`src/rtl/olt_pkg.sv`:
```
// olt_pkg: shared constants, codes and types for the ordered list table
// used by olt_cell, olt_ctrl, ordered_list_table and olt_checker
// no dependencies
package olt_pkg;

    localparam int DEPTH  = 16;
    localparam int IDX_W  = $clog2(DEPTH);
    localparam int CNT_W  = $clog2(DEPTH + 1);
    localparam int DATA_W = 32;
    localparam int POS_W  = 4;
    localparam int OCC_W  = 5;

    typedef enum logic [1:0] {
        OP_INSERT = 2'd0,
        OP_SEARCH = 2'd1,
        OP_MODIFY = 2'd2,
        OP_DELETE = 2'd3
    } op_t;

    typedef enum logic [1:0] {
        ST_DONE      = 2'd0,
        ST_NOT_FOUND = 2'd1,
        ST_EMPTY     = 2'd2,
        ST_FULL      = 2'd3
    } status_t;

    typedef enum logic {
        S_IDLE = 1'b0,
        S_EXEC = 1'b1
    } state_t;

    // per-cell write command: shift takes the upper neighbour, load takes wr_data
    typedef struct packed {
        logic load;
        logic shift;
    } cell_cmd_t;

endpackage

```
`src/rtl/olt_cell.sv`:
```
// olt_cell: one list slot, holds an entry and its registered key match
// depends on olt_pkg
module olt_cell
    import olt_pkg::*;
(
    input  logic                     aclk,
    input  logic                     cmp_en,
    input  logic signed [DATA_W-1:0] cmp_key,
    input  cell_cmd_t                cmd,
    input  logic signed [DATA_W-1:0] wr_data,
    input  logic signed [DATA_W-1:0] nbr_entry,
    output logic signed [DATA_W-1:0] entry,
    output logic                     match
);

    logic signed [DATA_W-1:0] entry_reg;
    logic                     match_reg;

    always_ff @(posedge aclk) begin
        if (cmd.shift) begin
            entry_reg <= nbr_entry;
        end else if (cmd.load) begin
            entry_reg <= wr_data;
        end
        if (cmp_en) begin
            match_reg <= (entry_reg == cmp_key);
        end
    end

    assign entry = entry_reg;
    assign match = match_reg;

endmodule

```
`src/rtl/olt_ctrl.sv`:
```
// olt_ctrl: transaction sequencer, first-match encoder, cell commands and result register
// depends on olt_pkg
module olt_ctrl
    import olt_pkg::*;
(
    input  logic                     aclk,
    input  logic                     aresetn,
    input  logic                     s_tvalid,
    output logic                     s_tready,
    input  op_t                      s_op,
    input  logic signed [DATA_W-1:0] s_key,
    input  logic signed [DATA_W-1:0] s_repl,
    output logic                     m_tvalid,
    input  logic                     m_tready,
    output status_t                  m_status,
    output logic [POS_W-1:0]         m_position,
    output logic [OCC_W-1:0]         m_occupancy,
    output logic                     cmp_en,
    output cell_cmd_t [DEPTH-1:0]    cmd,
    output logic signed [DATA_W-1:0] wr_data,
    input  logic [DEPTH-1:0]         match
);

    state_t                   state_reg, state_next;
    logic [CNT_W-1:0]         count_reg, count_next;
    logic                     m_tvalid_reg, m_tvalid_next;
    op_t                      op_reg;
    logic signed [DATA_W-1:0] key_reg;
    logic signed [DATA_W-1:0] repl_reg;
    status_t                  status_reg, status_next;
    logic [POS_W-1:0]         pos_reg, pos_next;
    logic [OCC_W-1:0]         occ_reg;

    logic                     accept;
    logic [DEPTH-1:0]         hit;
    logic                     found;
    logic [IDX_W-1:0]         first_idx;

    always_ff @(posedge aclk) begin
        if (!aresetn) begin
            state_reg    <= S_IDLE;
            count_reg    <= '0;
            m_tvalid_reg <= 1'b0;
        end else begin
            state_reg    <= state_next;
            count_reg    <= count_next;
            m_tvalid_reg <= m_tvalid_next;
        end
    end

    always_ff @(posedge aclk) begin
        if (accept) begin
            op_reg   <= s_op;
            key_reg  <= s_key;
            repl_reg <= s_repl;
        end
        if (state_reg == S_EXEC) begin
            status_reg <= status_next;
            pos_reg    <= pos_next;
            occ_reg    <= OCC_W'(count_next);
        end
    end

    // only entries below the count take part in the search
    always_comb begin
        for (int i = 0; i < DEPTH; i++) begin
            hit[i] = match[i] && (CNT_W'(i) < count_reg);
        end
        found     = |hit;
        first_idx = '0;
        for (int i = DEPTH - 1; i >= 0; i--) begin
            if (hit[i]) begin
                first_idx = IDX_W'(i);
            end
        end
    end

    always_comb begin
        s_tready      = (state_reg == S_IDLE) && (!m_tvalid_reg || m_tready);
        accept        = s_tvalid && s_tready;
        cmp_en        = accept;
        state_next    = state_reg;
        count_next    = count_reg;
        m_tvalid_next = m_tvalid_reg;
        status_next   = ST_NOT_FOUND;
        pos_next      = '0;
        wr_data       = key_reg;
        for (int i = 0; i < DEPTH; i++) begin
            cmd[i] = '0;
        end

        if (m_tready) begin
            m_tvalid_next = 1'b0;
        end

        case (state_reg)
            S_IDLE: begin
                if (accept) begin
                    state_next = S_EXEC;
                end
            end
            S_EXEC: begin
                state_next    = S_IDLE;
                m_tvalid_next = 1'b1;
                case (op_reg)
                    OP_INSERT: begin
                        if (count_reg >= CNT_W'(DEPTH)) begin
                            status_next = ST_FULL;
                        end else begin
                            for (int i = 0; i < DEPTH; i++) begin
                                cmd[i].load = (CNT_W'(i) == count_reg);
                            end
                            status_next = ST_DONE;
                            pos_next    = POS_W'(count_reg);
                            count_next  = count_reg + CNT_W'(1);
                        end
                    end
                    OP_SEARCH: begin
                        if (found) begin
                            status_next = ST_DONE;
                            pos_next    = POS_W'(first_idx);
                        end
                    end
                    OP_MODIFY: begin
                        if (found) begin
                            wr_data = repl_reg;
                            for (int i = 0; i < DEPTH; i++) begin
                                cmd[i].load = (IDX_W'(i) == first_idx);
                            end
                            status_next = ST_DONE;
                            pos_next    = POS_W'(first_idx);
                        end
                    end
                    OP_DELETE: begin
                        if (count_reg == '0) begin
                            status_next = ST_EMPTY;
                        end else if (found) begin
                            // cells from the match upward take their neighbour's entry
                            for (int i = 0; i < DEPTH; i++) begin
                                cmd[i].shift = (IDX_W'(i) >= first_idx) &&
                                               (CNT_W'(i + 1) < count_reg);
                            end
                            status_next = ST_DONE;
                            pos_next    = POS_W'(first_idx);
                            count_next  = count_reg - CNT_W'(1);
                        end
                    end
                    default: begin
                        status_next = ST_NOT_FOUND;
                    end
                endcase
            end
            default: begin
                state_next = S_IDLE;
            end
        endcase
    end

    assign m_tvalid    = m_tvalid_reg;
    assign m_status    = status_reg;
    assign m_position  = pos_reg;
    assign m_occupancy = occ_reg;

endmodule

```
`src/rtl/ordered_list_table.sv`:
```
// ordered_list_table: top level, a row of list cells with a shared sequencer
// depends on olt_pkg, olt_cell, olt_ctrl
//
// An ordered list of up to DEPTH (16) signed 32-bit values, one value per cell.
// Each input transaction carries an operation in s_tuser (insert at the tail,
// search, modify the first match, delete the first match) and the key and the
// replacement in s_tdata; each gives exactly one result transaction with a
// status, the matched or inserted position and the occupancy afterwards.
// In the accept cycle of a transaction every cell compares its
// entry with the key and registers the match, in the next cycle the sequencer
// picks the lowest matching valid cell, issues load or shift commands to the
// cells (a delete moves each entry above the match down one cell) and loads
// the result register. The next transaction can be taken in the cycle after
// that, but only if the previous result leaves the output register in that
// same cycle; a result held by m_tready low holds off the input as well, and
// even with a ready receiver no input is taken while one is being executed.
// Entries carry no reset; the entry count is cleared instead, so no clearing
// pass is needed.
module ordered_list_table
    import olt_pkg::*;
(
    input  logic        aclk,
    input  logic        aresetn,
    input  logic        s_tvalid,
    output logic        s_tready,
    input  logic [63:0] s_tdata,   // [31:0] key_value, [63:32] replacement
    input  logic [1:0]  s_tuser,   // [1:0] operation
    output logic        m_tvalid,
    input  logic        m_tready,
    output logic [15:0] m_tdata,   // [3:0] position, [8:4] occupancy, rest zero
    output logic [1:0]  m_tuser    // [1:0] status
);

    logic signed [DATA_W-1:0] key;
    logic signed [DATA_W-1:0] repl;
    op_t                      op;
    status_t                  status;
    logic [POS_W-1:0]         position;
    logic [OCC_W-1:0]         occupancy;

    logic                     cmp_en;
    cell_cmd_t [DEPTH-1:0]    cmd;
    logic signed [DATA_W-1:0] wr_data;
    logic [DEPTH-1:0]         match;
    logic signed [DATA_W-1:0] entry [DEPTH];

    // unpack the input transaction
    assign key  = s_tdata[31:0];
    assign repl = s_tdata[63:32];
    assign op   = op_t'(s_tuser);

    olt_ctrl u_ctrl (
        .aclk        (aclk),
        .aresetn     (aresetn),
        .s_tvalid    (s_tvalid),
        .s_tready    (s_tready),
        .s_op        (op),
        .s_key       (key),
        .s_repl      (repl),
        .m_tvalid    (m_tvalid),
        .m_tready    (m_tready),
        .m_status    (status),
        .m_position  (position),
        .m_occupancy (occupancy),
        .cmp_en      (cmp_en),
        .cmd         (cmd),
        .wr_data     (wr_data),
        .match       (match)
    );

    // the chain of cells: each one sees its upper neighbour for delete shifts,
    // the top cell never shifts and sees itself
    for (genvar g = 0; g < DEPTH; g++) begin : g_cell
        logic signed [DATA_W-1:0] nbr;
        if (g == DEPTH - 1) begin : g_top
            assign nbr = entry[g];
        end else begin : g_mid
            assign nbr = entry[g + 1];
        end
        olt_cell u_cell (
            .aclk      (aclk),
            .cmp_en    (cmp_en),
            .cmp_key   (key),
            .cmd       (cmd[g]),
            .wr_data   (wr_data),
            .nbr_entry (nbr),
            .entry     (entry[g]),
            .match     (match[g])
        );
    end

    // pack the result transaction
    assign m_tdata = {{(16 - OCC_W - POS_W){1'b0}}, occupancy, position};
    assign m_tuser = status;

endmodule

```
`config.mk`:
```
export PLATFORM = sky130hd
export DESIGN_NAME = ordered_list_table
export DESIGN_NICKNAME = d
export VERILOG_FILES = /design/src/rtl/olt_pkg.sv /design/src/rtl/olt_cell.sv /design/src/rtl/olt_ctrl.sv /design/src/rtl/ordered_list_table.sv
export SDC_FILE = /design/constraint.sdc
export NUM_CORES = 1
export LEC_CHECK = 0
export ABC_AREA = 1
export BUFFER_PORTS_ARGS = -buffer_cell sky130_fd_sc_hd__clkbuf_2
export CAP_MARGIN = 20
export CORE_MARGIN = 5
export CORE_UTILIZATION = 36
export DETAILED_ROUTE_END_ITERATION = 8
export HOLD_SLACK_MARGIN = 0.03
export PLACE_DENSITY_LB_ADDON = 0.15
export SLEW_MARGIN = 20
export SYNTH_ARGS = -nofsm -noshare
export SYNTH_HDL_FRONTEND = slang
export SYNTH_HIERARCHICAL = 1
export SYNTH_SLANG_ARGS = --single-unit
```
`constraint.sdc`:
```
create_clock -name aclk -period 8.1 [get_ports aclk]
set_clock_uncertainty 0.2 [all_clocks]
set_input_delay 0.81 -clock aclk [delete_from_list [all_inputs] [get_ports aclk]]
set_output_delay 0.81 -clock aclk [all_outputs]
set_load 0.005 [all_outputs]
```
==> out/qor.yml <==
die:
  start_util_pct: 36.24
  io_pins: 90
  die_area_mm2: 0.1109
  die_y_um: 333.0
  fp.dieW_um: 333.0
  core_mm2: 0.1036
  core.rowCount: 118
sta:
  fin_tns_setup_ns: 0
  finalWorstPathRequiredPeriod_ns: 4.921
  relSlewSlack_pct: 27.86
  slew_violations: 0
  setup_slack_ns: 3.179
  setup_viol: 0
  finalHoldViolations: 0
  fmax_ghz: 0.2032
  rsz0062_at_grt: "no"
  period_share_pct: 60.75
  worstMarginPinSlew_ns: 1.081
clock_network:
  clock_sinks: 612
  cts_buffers: 78
  cts_tree: "done"
  root_buffer: "clkbuf_16"
  clk_pin_slew_worst_paths_ns: 0.06
  clock_latency_ns: 0.65
  cts_resized: 0
  cts_htree_levels: 3
  clock_path_buffers: 3
  cts_hold_buf: 0
  postCtsSetupRepairBufs: 0
logic_synthesis:
  synthMuxAreaShare_pct: 1.259
  ys_warn_count: 6
  synthCells: 5347
  synthSimpleGateAreaFrac_pct: 37.24
  synth_xor_xnor_area_share_pct: 1.119
  synthFlopType: "edfxtp_1"
  yosys.cell_types.count: 49
  synth_compound_area_share_pct: 0.8227
  synth_area_leader_cell: "edfxtp_1"
  synth_area_per_cell_um2: 7.025
  yosys-top-cells-count: "nand2_1 (2,827), inv_1 (809), nor2_1 (717)"
  synth_top_area_share_pct: 48.36
  synth_top_family_by_area: "simple AND/OR/NAND/NOR gates"
  yosysMostFrequentCell: "nand2_1"
  synthesis.area_mm2: 0.03756
  synth_adder_area_share_pct: 0.2998
  yosysSeqAreaShare_pct: 48.74
  synthTopCellsByArea: "edfxtp_1 (48%), nand2_1 (28%), inv_1 (8.1%)"
  synth_edf_count: 605
  ys_ff_latch: 612
  synthArstFlopShare_pct: 0
placement:
  portBuffers: 82
  dp_slack_ns: 3.293
  placed_cell_area_mm2: 0.03922
  gp_congestion: 0.8441
  hpwl_mm: 75.50
power:
  p_per_area_mw_per_mm2: 184.2
  clock_power_share_pct: 42.7
  p_comb_share_pct: 10.5
  power.switching_w: 0.001964
  swShare_pct: 25.63
  leakage_nw: 21.64
  power_frac_seq_pct: 46.8
  p_int_w: 0.005697
  peakVddDrop_uv: 157.7
flow_run:
  drv_cap: 0
critical_path:
  critPathMaxFanout: 34
  rrSetupSlack_ns: 3.18
  reg2reg_depth: 22
  end_kind: "flop"
  cp-startpoint: "u_ctrl/count_reg[2]"
  crit_type: "flop to flop"
  cp.required_ns: 8.27
  worstReg2RegStart: "u_ctrl/count_reg[2]"
  crit_arrival_ns: 5.09
  critPathLaunchType: "flop"
drt:
  drt-total-wl_mm: 103.5
  drt_pass1_iterations: 5
  postRouteAntennaNets: 0
  drcViolationCount: 0
  wire_per_inst_um: 15.10
  drt_iter0_drc: 1643
  vias: 30300
  via_per_inst: 4.419
global_routing:
  track_usage_pct: 18.43
  grt_pass1_wl_mm: 162.0
  grt_max_degree: 61
  grt_pass1_vias: 28530
  grt_remaining_overflow: 0
  grt_antenna_before_repair: 0
cells_and_area:
  multi_input_area_mm2: 0.01541
  syn_to_final_growth_pct: 10.73
  regArea_mm2: 0.01831
  largest_register_ffs: 512
  design_area_mm2: 0.04159
  drive_gt1_share_pct: 5.935
  num_antenna_cells: 0
  fin_nets: 5499
  n_fill_cell: 10650
worst_hold_path:
  hold_path.class: "primary input to flop"
  worstHoldStart: "s_tdata[44]"
  hold_depth: 1
run_status:
  status: "complete, no violations"
-- worst max-delay path, stage by stage, from the launching register on --
cell      delay [ns]
dfxtp_1         0.74
nand2_2         0.16
a21boi_0        0.19
nand2_1         0.10
nand2_1         0.09
nand2_1         0.06
nand2_1         0.07
nand2_1         0.05
nand2_1         0.09
nand2_1         0.06
nand2_1         0.06
nand2_1         0.05
nand2_1         0.08
nand2_2         0.06
nand2_2         0.21
nand2_1         0.10
nand2_2         0.23
nand3_1         0.17
a21oi_4         0.15
buf_4           0.37
clkinv_1        0.94
nand2_1         0.25
nand2_1         0.10
-- area by class of cell --
cell class	count	share of cell area [%]
Multi-Input combinational cell	3790	37.05
Clock inverter	34	0.5415
Clock buffer	102	5.114
Inverter	821	7.445
Timing Repair Buffer	117	1.685
Sequential cell	612	44.01
Tap cell	1380	4.151
-- cell families after synthesis --
family,after synthesis
and+or+nand+nor,3642
buffers and inverters,951
DFF,612
AOI/OAI and AO/OA,52
xor gates and xnor gates,48
muxes,32
adders and majority gates,9
other,1
-- stage by stage --
step                total power, W  utilization [%]  cells  hold WS (ns)
finish                    0.007661            40.13   6856        0.1374
floorplan                 0.004152                -   5353        0.3359
CTS                       0.007773            40.11   6855       0.08873
global route              0.008028            40.13   6856       0.08803
global placement          0.004445            37.82   6718        0.3289
detailed placement        0.004455            37.84   6719        0.3385
-- layer usage --
layer  share of wire (%)  global-route usage (%)  wire (um)
met5                   0                       0          0
met2                  47                   31.63      48500
met3                 3.5                   2.619       3614
met1                  47                   24.75      48990
met4                 2.3                   4.457       2398
-- path summary, 6_finish.rpt --
kind,endpoint
setup reg to reg,g_cell[4].u_cell/entry[16]
setup / recovery,g_cell[4].u_cell/entry[16]
hold reg to reg,g_cell[4].u_cell/entry[28]
hold / removal,u_ctrl/repl_reg[12]
-- power groups by stage --
stage / sequential [W] / combinational (W) / clock, W
after detailed placement: 0.00365 / 0.000806 / 0
final: 0.00358 / 0.000803 / 0.00327
after floorplan: 0.00364 / 0.000510 / 0
after CTS: 0.00358 / 0.000809 / 0.00338
after global placement: 0.00365 / 0.000797 / 0
after global routing: 0.00359 / 0.000919 / 0.00352
-- cell usage in the layout (no fill, tap or decap), types with 28 or more instances in the layout --
master	n
buf_4	33
clkbuf_16	82
clkbuf_2	82
edfxtp_1	605
inv_1	805
mux2_4	30
nand2_1	2827
nand3_1	28
nor2_1	713
xor2_1	48
Power figures use the tool's default switching activity.
